$ cat src/hw/rtl/vpf_pkg.sv
// shared types and constants of the voice packet framer
// no dependencies; imported by every module of the block
`default_nettype none

package vpf_pkg;

   // bytes a start beat can produce: header, two sequence bytes, two length bytes
   localparam int unsigned MAX_BYTES = 5;
   localparam int unsigned CNT_W     = 3;

   // status codes of a result beat
   localparam logic [2:0] ST_OK    = 3'd0;
   localparam logic [2:0] ST_SEQ   = 3'd1;
   localparam logic [2:0] ST_LEN   = 3'd2;
   localparam logic [2:0] ST_STRAY = 3'd3;
   localparam logic [2:0] ST_OPEN  = 3'd4;

   // item kinds
   localparam logic KIND_START   = 1'b0;
   localparam logic KIND_PAYLOAD = 1'b1;

   // varint continuation flag
   localparam logic [7:0] VARINT_FLAG = 8'h80;

   typedef struct packed {
      logic        kind;
      logic [2:0]  pkt_type;
      logic [4:0]  target;
      logic [15:0] sequence_req;
      logic [15:0] frame_length;
      logic [7:0]  payload_byte;
   } vpf_req_type;

   typedef struct packed {
      logic [7:0] out_byte;
      logic       last;
      logic [2:0] status;
   } vpf_rsp_type;

   // classified work for the back end; byte 0 sits in the low bits
   typedef struct packed {
      logic [MAX_BYTES*8-1:0] bytes;
      logic [CNT_W-1:0]       nbytes;
      logic                   last;
      logic [2:0]             status;
   } vpf_cmd_type;

endpackage

`default_nettype wire

$ cat src/hw/rtl/vpf_front.sv
// front end: checks each request beat, tracks the open packet, builds commands
// depends on vpf_pkg
`default_nettype none

module vpf_front (
   input  wire                 clock,
   input  wire                 reset,
   input  wire                 req_push,
   input  vpf_pkg::vpf_req_type req_data,
   input  wire                 q_full,
   output logic                cmd_push,
   output vpf_pkg::vpf_cmd_type cmd
);
   import vpf_pkg::*;

   logic        open_ff, open_in;
   logic [12:0] remain_ff, remain_in;

   logic [7:0]  hdr, seq_hi, len_hi;
   logic        seq_long, len_long;
   logic [12:0] remain_dec;
   logic        seq_bad, len_bad;

   assign cmd_push   = req_push && !q_full;
   assign hdr        = {req_data.pkt_type, req_data.target};
   assign seq_long   = |req_data.sequence_req[13:7];
   assign len_long   = |req_data.frame_length[12:7];
   assign seq_hi     = VARINT_FLAG | {2'b00, req_data.sequence_req[13:8]};
   assign len_hi     = VARINT_FLAG | {3'b000, req_data.frame_length[12:8]};
   assign remain_dec = remain_ff - 13'd1;
   assign seq_bad    = |req_data.sequence_req[15:14];
   assign len_bad    = (req_data.frame_length == 16'd0) || (|req_data.frame_length[15:13]);

   always_comb begin
      open_in    = open_ff;
      remain_in  = remain_ff;
      cmd.bytes  = '0;
      cmd.nbytes = CNT_W'(1);
      cmd.last   = 1'b1;
      cmd.status = ST_OK;

      if (req_data.kind == KIND_START) begin
         if (open_ff) begin
            cmd.status = ST_OPEN;
         end else if (seq_bad) begin
            cmd.status = ST_SEQ;
         end else if (len_bad) begin
            cmd.status = ST_LEN;
         end else begin
            cmd.last   = 1'b0;
            cmd.nbytes = CNT_W'(3) + CNT_W'(seq_long) + CNT_W'(len_long);
            unique case ({seq_long, len_long})
               2'b00: cmd.bytes = {16'h0000, req_data.frame_length[7:0],
                                   req_data.sequence_req[7:0], hdr};
               2'b01: cmd.bytes = {8'h00, req_data.frame_length[7:0], len_hi,
                                   req_data.sequence_req[7:0], hdr};
               2'b10: cmd.bytes = {8'h00, req_data.frame_length[7:0],
                                   req_data.sequence_req[7:0], seq_hi, hdr};
               2'b11: cmd.bytes = {req_data.frame_length[7:0], len_hi,
                                   req_data.sequence_req[7:0], seq_hi, hdr};
               default: cmd.bytes = '0;
            endcase
            open_in   = 1'b1;
            remain_in = req_data.frame_length[12:0];
         end
      end else begin
         if (!open_ff) begin
            cmd.status = ST_STRAY;
         end else begin
            cmd.bytes  = {{(MAX_BYTES*8-8){1'b0}}, req_data.payload_byte};
            remain_in  = remain_dec;
            cmd.last   = (remain_dec == 13'd0);
            open_in    = (remain_dec != 13'd0);
         end
      end
   end

   always_ff @(posedge clock) begin
      if (reset) begin
         open_ff   <= 1'b0;
         remain_ff <= '0;
      end else if (cmd_push) begin
         open_ff   <= open_in;
         remain_ff <= remain_in;
      end
   end

endmodule

`default_nettype wire

$ cat src/hw/rtl/vpf_queue.sv
// command queue between front and back end
// depends on vpf_pkg
`default_nettype none

module vpf_queue #(
   parameter int unsigned DEPTH = 4
) (
   input  wire                  clock,
   input  wire                  reset,
   input  wire                  push,
   input  vpf_pkg::vpf_cmd_type push_data,
   output logic                 full,
   input  wire                  pop,
   output vpf_pkg::vpf_cmd_type head,
   output logic                 empty
);
   import vpf_pkg::*;

   localparam int unsigned PTR_W = (DEPTH > 1) ? $clog2(DEPTH) : 1;
   localparam int unsigned CNT_W_Q = $clog2(DEPTH + 1);

   vpf_cmd_type        mem_ff [DEPTH];
   logic [PTR_W-1:0]   wr_ptr_ff, rd_ptr_ff;
   logic [CNT_W_Q-1:0] count_ff;
   logic               do_push, do_pop;

   assign full    = (count_ff == CNT_W_Q'(DEPTH));
   assign empty   = (count_ff == '0);
   assign do_push = push && !full;
   assign do_pop  = pop && !empty;
   assign head    = mem_ff[rd_ptr_ff];

   always_ff @(posedge clock) begin
      if (do_push) begin
         mem_ff[wr_ptr_ff] <= push_data;
      end
   end

   always_ff @(posedge clock) begin
      if (reset) begin
         wr_ptr_ff <= '0;
         rd_ptr_ff <= '0;
         count_ff  <= '0;
      end else begin
         if (do_push) begin
            wr_ptr_ff <= (wr_ptr_ff == PTR_W'(DEPTH - 1)) ? '0 : wr_ptr_ff + PTR_W'(1);
         end
         if (do_pop) begin
            rd_ptr_ff <= (rd_ptr_ff == PTR_W'(DEPTH - 1)) ? '0 : rd_ptr_ff + PTR_W'(1);
         end
         count_ff <= count_ff + CNT_W_Q'(do_push) - CNT_W_Q'(do_pop);
      end
   end

endmodule

`default_nettype wire

$ cat src/hw/rtl/vpf_back.sv
// back end: serializes commands into response beats through an output register
// depends on vpf_pkg
`default_nettype none

module vpf_back (
   input  wire                  clock,
   input  wire                  reset,
   input  vpf_pkg::vpf_cmd_type head,
   input  wire                  q_empty,
   output logic                 q_pop,
   output logic                 rsp_empty,
   input  wire                  rsp_pop,
   output vpf_pkg::vpf_rsp_type rsp_data
);
   import vpf_pkg::*;

   logic [MAX_BYTES*8-1:0] cur_bytes_ff, cur_bytes_in;
   logic [CNT_W-1:0]       cur_cnt_ff, cur_cnt_in;
   logic                   out_valid_ff, out_valid_in;
   vpf_rsp_type            out_ff, out_in;
   logic                   slot_open;

   assign slot_open = !out_valid_ff || rsp_pop;
   assign rsp_empty = !out_valid_ff;
   assign rsp_data  = out_ff;

   always_comb begin
      cur_bytes_in = cur_bytes_ff;
      cur_cnt_in   = cur_cnt_ff;
      out_valid_in = out_valid_ff;
      out_in       = out_ff;
      q_pop        = 1'b0;
      if (slot_open) begin
         if (cur_cnt_ff != '0) begin
            // remaining header bytes of a start command
            out_valid_in    = 1'b1;
            out_in.out_byte = cur_bytes_ff[7:0];
            out_in.last     = 1'b0;
            out_in.status   = ST_OK;
            cur_bytes_in    = cur_bytes_ff >> 8;
            cur_cnt_in      = cur_cnt_ff - CNT_W'(1);
         end else if (!q_empty) begin
            q_pop           = 1'b1;
            out_valid_in    = 1'b1;
            out_in.out_byte = head.bytes[7:0];
            out_in.last     = head.last;
            out_in.status   = head.status;
            cur_bytes_in    = head.bytes >> 8;
            cur_cnt_in      = head.nbytes - CNT_W'(1);
         end else begin
            out_valid_in = 1'b0;
         end
      end
   end

   always_ff @(posedge clock) begin
      if (reset) begin
         cur_cnt_ff   <= '0;
         out_valid_ff <= 1'b0;
      end else begin
         cur_cnt_ff   <= cur_cnt_in;
         out_valid_ff <= out_valid_in;
         cur_bytes_ff <= cur_bytes_in;
         out_ff       <= out_in;
      end
   end

endmodule

`default_nettype wire

$ cat src/hw/rtl/voice_packet_framer.sv
// top level of the voice packet framer
// depends on vpf_pkg, vpf_front, vpf_queue and vpf_back
`default_nettype none

// Voice packet framer. Request beats are either a start (codec type, target,
// sequence, length) or one payload byte; response beats are the bytes of the
// framed packet: a header byte {type, target}, a short varint of the
// sequence, a short varint of the length, then the payload bytes, the final
// one flagged last. A bad start (packet already open, sequence 0x4000 or
// more, length 0 or 0x2000 or more) or a payload beat with no open packet
// yields a single error beat with byte zero, last set and the status code.
// The front end checks each beat and updates the packet state in the cycle
// it is accepted, so it takes one request beat per clock as long as the
// command queue (QUEUE_DEPTH entries) has room. The back end emits one
// response beat per clock through its output register while rsp_pop drains
// it: payload and error commands give one beat, a start gives three to five
// beats (one per header byte), and that back-end serializer is what sets
// the sustained rate when starts are frequent. With nothing queued, a request
// passes the command queue and then the output register before its first beat.
module voice_packet_framer #(
   parameter int unsigned QUEUE_DEPTH = 4
) (
   input  wire                  clock,
   input  wire                  reset,
   input  wire                  req_push,
   output logic                 req_full,
   input  vpf_pkg::vpf_req_type req_data,
   output logic                 rsp_empty,
   input  wire                  rsp_pop,
   output vpf_pkg::vpf_rsp_type rsp_data
);
   import vpf_pkg::*;

   // front to queue
   logic        cmd_push;
   vpf_cmd_type cmd;

   // queue to back end
   logic        q_full, q_empty, q_pop;
   vpf_cmd_type q_head;

   assign req_full = q_full;

   vpf_front u_front (
      .clock    (clock),
      .reset    (reset),
      .req_push (req_push),
      .req_data (req_data),
      .q_full   (q_full),
      .cmd_push (cmd_push),
      .cmd      (cmd)
   );

   vpf_queue #(
      .DEPTH (QUEUE_DEPTH)
   ) u_queue (
      .clock     (clock),
      .reset     (reset),
      .push      (cmd_push),
      .push_data (cmd),
      .full      (q_full),
      .pop       (q_pop),
      .head      (q_head),
      .empty     (q_empty)
   );

   vpf_back u_back (
      .clock     (clock),
      .reset     (reset),
      .head      (q_head),
      .q_empty   (q_empty),
      .q_pop     (q_pop),
      .rsp_empty (rsp_empty),
      .rsp_pop   (rsp_pop),
      .rsp_data  (rsp_data)
   );

   // an error command is always a single zero beat marked last
   a_err_cmd_shape: assert property (@(posedge clock) disable iff (reset)
      (cmd_push && cmd.status != ST_OK) |->
         (cmd.last && cmd.nbytes == CNT_W'(1) && cmd.bytes == '0))
      else $error("error command with bad shape");

   // multi-byte commands are headers: ok status, never last
   a_hdr_cmd_shape: assert property (@(posedge clock) disable iff (reset)
      (cmd_push && cmd.nbytes != CNT_W'(1)) |->
         (cmd.status == ST_OK && !cmd.last &&
          (cmd.nbytes == CNT_W'(3) || cmd.nbytes == CNT_W'(4) ||
           cmd.nbytes == CNT_W'(5))))
      else $error("header command with bad length or flags");

   // back end never pops an empty queue
   a_no_pop_empty: assert property (@(posedge clock) disable iff (reset)
      q_pop |-> !q_empty)
      else $error("queue popped while empty");

   // an error beat on the response side carries a zero byte and last
   a_err_rsp: assert property (@(posedge clock) disable iff (reset)
      (!rsp_empty && rsp_data.status != ST_OK) |->
         (rsp_data.out_byte == 8'h00 && rsp_data.last))
      else $error("error beat with data or without last");

endmodule

`default_nettype wire
$ cat config.mk
export PLATFORM = sky130hd
export DESIGN_NAME = voice_packet_framer
export DESIGN_NICKNAME = d
export VERILOG_FILES = /design/src/hw/rtl/vpf_pkg.sv /design/src/hw/rtl/vpf_front.sv /design/src/hw/rtl/vpf_queue.sv /design/src/hw/rtl/vpf_back.sv /design/src/hw/rtl/voice_packet_framer.sv
export SDC_FILE = /design/constraint.sdc
export NUM_CORES = 1
export LEC_CHECK = 0
export ABC_AREA = 1
export BUFFER_PORTS_ARGS = -buffer_cell sky130_fd_sc_hd__buf_2
export CAP_MARGIN = 10
export CELL_PAD_IN_SITES_DETAIL_PLACEMENT = 1
export CELL_PAD_IN_SITES_GLOBAL_PLACEMENT = 1
export CORE_UTILIZATION = 40
export CTS_CLUSTER_DIAMETER = 120
export DETAILED_ROUTE_END_ITERATION = 16
export HOLD_SLACK_MARGIN = 0.05
export PLACE_DENSITY = 0.66
export RECOVER_POWER = 50
export SLEW_MARGIN = 0
export SYNTH_ARGS = -nofsm -noshare
export SYNTH_HDL_FRONTEND = slang
export SYNTH_SLANG_ARGS = --single-unit
export TNS_END_PERCENT = 1
$ cat constraint.sdc
create_clock -name clock -period 6.1 [get_ports clock]
set_clock_uncertainty 0.15 [all_clocks]
set_input_delay 0.305 -clock clock [delete_from_list [all_inputs] [get_ports clock]]
set_output_delay 0.305 -clock clock [all_outputs]
set_load 0.02 [all_outputs]
# Word-level counts from Yosys, hierarchy flattened
# Memory sizes are Yosys's and may differ from the RTL's. A register that Yosys moved wholly into a read port is not among the register bits.
# Index checks and enable logic that the tools add are counted.
totals:
  regBits: 69
  ram_bits: 188
  elab_cells: 94
  mem_count: 1
mem_list:
  columns: ["name", "depth", "width", "read_ports", "rd_ports_with_merged_regs", "write_ports", "line", "rtl"]
  rows:
  - ["u_queue.mem_ff", 4, 47, 1, 1, 1, "vpf_queue.sv:22", "vpf_cmd_type mem_ff [DEPTH];"]
classes:
  n_addsub: 9
  eq_ne: 11
  n_mux: 39
  bitwise: 1
  n_reduce_logical: 21
op_table:
  columns: ["op", "n"]
  rows:
  - ["40-bit one-hot mux with 4 select lines", 1]
  - ["44-bit two-way mux", 3]
  - ["13-bit two-way mux", 5]
  - ["40-bit two-way mux", 1]
  - ["32-bit two-way mux", 1]
  - ["12-bit two-way mux", 2]
  - ["24-bit two-way mux", 1]
  - ["16-bit zero test", 1]
  - ["3-bit two-way mux", 5]
  - ["13-bit zero test", 1]
  - ["13-bit nonzero test", 1]
  - ["13-bit by 1-bit subtractor with 13-bit output (second input constant)", 1]
  - ["1-bit two-way mux", 12]
  - ["2-bit two-way mux", 6]
  - ["2-bit equality test (second input constant)", 4]
  - ["8-bit two-way mux", 1]
  - ["2-bit != test (second input constant)", 4]
  - ["7-bit OR reduction", 1]
  - ["3-bit by 1-bit adder with 3-bit output", 2]
  - ["6-bit OR reduction", 1]
  - ["3-bit by 1-bit subtractor with 3-bit output (second input constant)", 2]
  - ["5-bit AND reduction", 1]
  - ["2-bit by 1-bit adder with 2-bit output (second input constant)", 2]
  - ["4-bit two-way mux", 1]
  - ["16 further kinds", 21]

# Longest topological paths before layout
depth:
  ltp_word: 7
  depth_mapped: 13

# Hierarchy
# Synthesis repeated with hierarchy kept, for this count alone.
hier_totals:
  cells_unflattened: 1073
  area_unflattened_um2: 11705.0
modules_own_cells:
  columns: ["mod", "n_inst", "cells_per_inst", "area_each_um2"]
  rows:
  - ["vpf_queue", 1, 527, 7885.1]
  - ["vpf_back", 1, 207, 2065.7]
  - ["vpf_front", 1, 339, 1754.2]

# Least setup slack after synthesis
# Ideal clock, no wire load.
synth_path:
  path_type: "flip-flop to flip-flop"
  startpoint: "register u_queue.count_ff[1]"
  endpoint: "memory u_queue.mem_ff[0][0] in the netlist's numbering, enable pin"
  arrival_ns: 2.688
  required_time_ns: 5.499
  path_slack_ns: 2.811
  path_stages_with_launch: 6
  n_path_buf: 1
  path_cell_list: "dfxtp_1 > inv_2 > nand2_1 > o21ai_1 > buf_2 > nor2_1"
synth_between:
  elab_chain_cells: 6
synth_rtl:
  columns: ["element", "line", "rtl"]
  rows:
  - ["start: declaration", "vpf_queue.sv:24", "logic [CNT_W_Q-1:0] count_ff;"]
  - ["start signal: assignment", "vpf_queue.sv:51", "count_ff <= count_ff + CNT_W_Q'(do_push) - CNT_W_Q'(do_pop);"]
  - ["3-bit equality test *", "vpf_queue.sv:27", "assign full = (count_ff == CNT_W_Q'(DEPTH));"]
  - ["1-bit zero test *", "vpf_front.sv:24, vpf_queue.sv:29", null]
  - ["1-bit logical AND", "vpf_front.sv:24", "assign cmd_push = req_push && !q_full;"]
  - ["1-bit logical AND *", "vpf_queue.sv:29", "assign do_push = push && !full;"]
  - ["1-bit two-way mux *", "vpf_queue.sv:34", "if (do_push) begin"]
  - ["1-bit two-way mux (implied by the code) *", "vpf_queue.sv:35", "mem_ff[wr_ptr_ff] <= push_data;"]
  - ["end: declaration", "vpf_queue.sv:22", null]
# Every way passes the cells marked *; elsewhere a longest branch is shown, timed or not.

# Worst setup path after layout
layout_path:
  startpoint: "register u_back.cur_cnt_ff[0]"
  endpoint: "register u_back.cur_bytes_ff[1], enable pin"
layout_between:
  elab_chain_cells: 3
layout_rtl:
  columns: ["element", "line", "rtl"]
  rows:
  - ["start: declaration", "vpf_back.sv:18", "logic [CNT_W-1:0] cur_cnt_ff, cur_cnt_in;"]
  - ["start signal: assignment", "vpf_back.sv:61", "cur_cnt_ff <= cur_cnt_in;"]
  - ["3-bit nonzero test", "vpf_back.sv:34", "if (cur_cnt_ff != '0) begin"]
  - ["2-bit != test (no line)", null, null]
  - ["3-bit AND reduction (no line)", null, null]
  - ["end signal: assignment", "vpf_back.sv:63", "cur_bytes_ff <= cur_bytes_in;"]
  - ["end: declaration", "vpf_back.sv:17", "logic [MAX_BYTES*8-1:0] cur_bytes_ff, cur_bytes_in;"]
# Every way passes these cells.
# A chain may end at the register's enable or synchronous reset.

==> results.md <==
- The run finished, with violations left.
- The checks that failed: capacitance limit, slew limit.
- The fraction of the yosys area taken by sequential cells is around two thirds.
- The critical path is of the reg2reg type.
- Cells fill a little under half of the core in the end.
- The total count of max-transition violations in the final report came to roughly 290.
- The cell area after synthesis is between 0.01 and 0.015 mm^2.
- The via count of the first global-routing pass is approximately 8100.
- The main flop type after synthesis is edfxtp_1.
- In the final timing run, aggregate negative setup slack is 0 ns.
- IR analysis of the VDD net gives a maximum drop of 318 uV.
- The area share of the largest cell type after synthesis is ~62%.
- The count of TritonRoute iterations in the first routing pass is 5.
- Of the available clock period, the critical path in the final layout requires 71.2%.
- Sorting the synthesized cells by area gives the leading types as edfxtp_1, nor2_1, o21ai_0.
- At the worst endpoint, the arrival time is between 4 and 5 ns.
- Across the run, the number of max-cap violations was 7.
- The top cell type by total area after synthesis is edfxtp_1.
- The number of antenna diodes is 0.
- The element type at the critical path end is a flip-flop.
- Including well taps, the total number of placed cells is ~1400.
- The floorplan step defined a core boundary enclosing between 0.02 and 0.03 mm^2.
- The effective utilization at floorplan is between 40% and 50%.
- The power per cell area is 452 mW/mm^2.
- The routed wire length per instance is 19.9 um.
- In this run, the number of DRC markers left after iteration 0 of detailed routing was roughly 540.
- The buffers inserted during post-CTS setup optimization is 0.
- The library cell with the highest instance count after synthesis is nor2_1.
- In the global route stage, met2 resource usage came out at about 37%.
- In this run, synthesis inferred 232 flip-flops with an integrated enable.
- After the flow finishes, the layout carries non-filler instances totaling 1508.
- The instance count of the mapped netlist is about 1000.
- Input and output buffers added on the ports amount to between 60 and 70.
- The HPWL reported at the end of detailed placement is roughly 19000 um.
- Global routing finished with a remaining overflow of 0.
- The first global-routing pass estimated approximately 46000 um of wire.
- The final count of negative-setup-slack endpoints is 0.
- The netlist uses 41 different library cells.
- The largest net degree at the start of global routing is a little under 70.
- The met1 layer usage reported by global route is between 20% and 30%.
- The net count after synthesis is between 1000 and 1500.
- Setup repair after global routing left no endpoint under its margin.
- The number of storage elements in the synthesis netlist is 259.
- Hold repair after CTS inserted 19 buffers.
- The CTS tree is yes.
- Clock-pin slew was measured on the worst setup and hold paths at roughly 0.060 ns.
- The number of H-tree levels is 1.
- Global routing consumed, over all layers together, 21.3% of the routing resources.
- The number of primary I/O pins is between 60 and 70.
- The synthesized area per cell is around 11 um^2.
- In this run the remaining antenna-violating nets after routing total 0.
- The die covers about 0.029 mm^2.
- The global-route met3 utilization is 2.61%.
- For this run, asynchronously set or reset flops after synthesis account for 0%.
- The vertical die dimension is around 170 um.
- Clock latency on the worst-skew pair, taken at its later pin, is 0.54 ns.
- The largest fanout on the critical path is 44.
- The tightest min-delay check is of the in2reg type.
- The area growth from synthesis to layout is 15.1%.
- Summed over all layers, the routed wires come to around 30000 um.
- The layout filler cell count is approximately 2900.
- The clock net sink count is 259.
- The number of hold violations in the final report is 0.
- The routability congestion estimate is around 0.86.
- The worst-margin pin slew is between 3 and 4 ns.
- The worst path needs between 4 and 5 ns of the cycle, external delays included.
- For this run, the top clock speed supported by timing is approximately 230 MHz.
- Headroom to the max-slew limit came out at -129%.
- The power consumption is around 0.0058 W.
- The number of placement rows is 60.
- The number of nets in the finished design is ~1200.
- The multi-input logic area is between 0.003 and 0.004 mm^2.
- The number of vias after detailed routing is slightly below 8000.
- The sequential standard cell area is ~0.0075 mm^2.
- The detail-routed via count per cell is 5.27.
- In the final layout, the share of cells above drive strength 1 is a little over a tenth.
- The number of cells upsized or downsized after cts is 0.
- By count the netlist is led by nor2_1, edfxtp_1, o21ai_0.
- Clock tree synthesis inserted a total of 28 buffers.
- The longest clock path from root to sink contains 3 buffers.
- The worst setup path is launched from a flip-flop.
- STA puts the critical path data required time at approximately 6 ns.
- Measured along the x axis, the die boundary spans around 170 um.
- met2 is the most crowded layer.
- The total DRC errors in the routed layout is 0.
- The tree is rooted in a clkbuf_16.
- The initial antenna violation count was 0.
- During synthesis, Yosys emitted a total of 0 warnings.
- The static leakage is a little under 5 nW.
==> flip-flops by register name, indices dropped and copies added, names as in the netlist, named ones only <==
| name | flops |
|---|---|
| u_queue.wr_ptr_ff | 2 |
| u_queue.mem_ff | 188 |
| u_queue.count_ff | 3 |
| u_back.rsp_data | 12 |
| u_back.cur_cnt_ff | 3 |
| u_front.remain_ff | 13 |
| u_front.open_ff | 1 |
| u_queue.rd_ptr_ff | 2 |
| u_back.cur_bytes_ff | 32 |
| u_back.out_valid_ff | 1 |
==> power by group <==
part           leakage, nW  total [W]  internal [W]  switching [W]
registers             2.55    0.00250       0.00235       0.000147
clock network        0.447    0.00169       0.00101       0.000678
logic                 1.89    0.00166      0.000476        0.00118
==> logic make-up after synthesis <==
logic type	after synthesis	share of synthesized area (%)
and+or+nand+nor	402	14.8
DFF	259	66.8
xor gates and xnor gates	1	0.0780
adders and majority gates	16	1.85
buffers and inverters	128	4.87
AOI/OAI and AO/OA	233	11.6
==> worst max-delay path, cell delays in order (launching register included) <==
cell and delay, ns:
dfxtp_1 0.41, nor3_4 0.07, inv_1 0.50, o21ai_0 0.42
nor2_4 0.16, clkbuf_1 2.14
==> per-stage QoR <==
stage / setup slack (ns) / hold WS, ns / instance area, um^2
floorplan: 2.81 / 0.315 / 11200
global placement: 3.04 / 0.344 / 11900
detailed placement: 2.95 / 0.350 / 11900
CTS: 2.89 / 0.0631 / 13000
global route: 1.41 / 0.0656 / 12900
finish: 1.75 / 0.0860 / 12900
==> metal layers <==
| layer | up-vias | wire (um) |
|---|---|---|
| met5 | - | 0 |
| met4 | 0 | 635 |
| met3 | 44 | 1100 |
| met2 | 183 | 14900 |
| met1 | 3948 | 13400 |
| li1 | 3779 | - |
==> final timing paths <==
check | start | to | slack (ns) | cells after the start
worst min-delay path | req_data[7] | u_queue.mem_ff[1][14] | 0.09 | 2
worst max register to register | u_back.cur_cnt_ff[0] | u_back.cur_bytes_ff[1] | 1.75 | 5
worst max-delay path | u_back.cur_cnt_ff[0] | u_back.cur_bytes_ff[1] | 1.75 | 5
worst min register to register | u_front.remain_ff[6] | u_front.remain_ff[6] | 0.37 | 2
==> layout by cell type (no fill, tap or decap), types with 5 or more instances in the layout <==
cell type      count
a22o_1             8
nor2_2             5
dlygate4sd3_1     19
edfxtp_1         232
dfxtp_1           26
clkinv_1           6
o21ai_0          126
clkinv_2           5
nor2_4             7
a21oi_1           40
nor3_1             5
inv_2              6
nand2_1           76
o22ai_1            5
clkbuf_16         28
clkbuf_1          29
nor2_1           270
ha_1              15
a31oi_1           32
nand3_1           23
buf_2             50
a22oi_1           10
inv_1             72
==> cell type report <==
type,instances,share of cell area [%]
multi-input combinational,652,24.7
tap,372,3.60
inverter,79,2.29
sequential,259,58.0
clock buffer,34,5.59
timing repair buffer,96,4.30
clock inverter,16,1.46
Note: power is estimated with default switching activity, not from simulation.
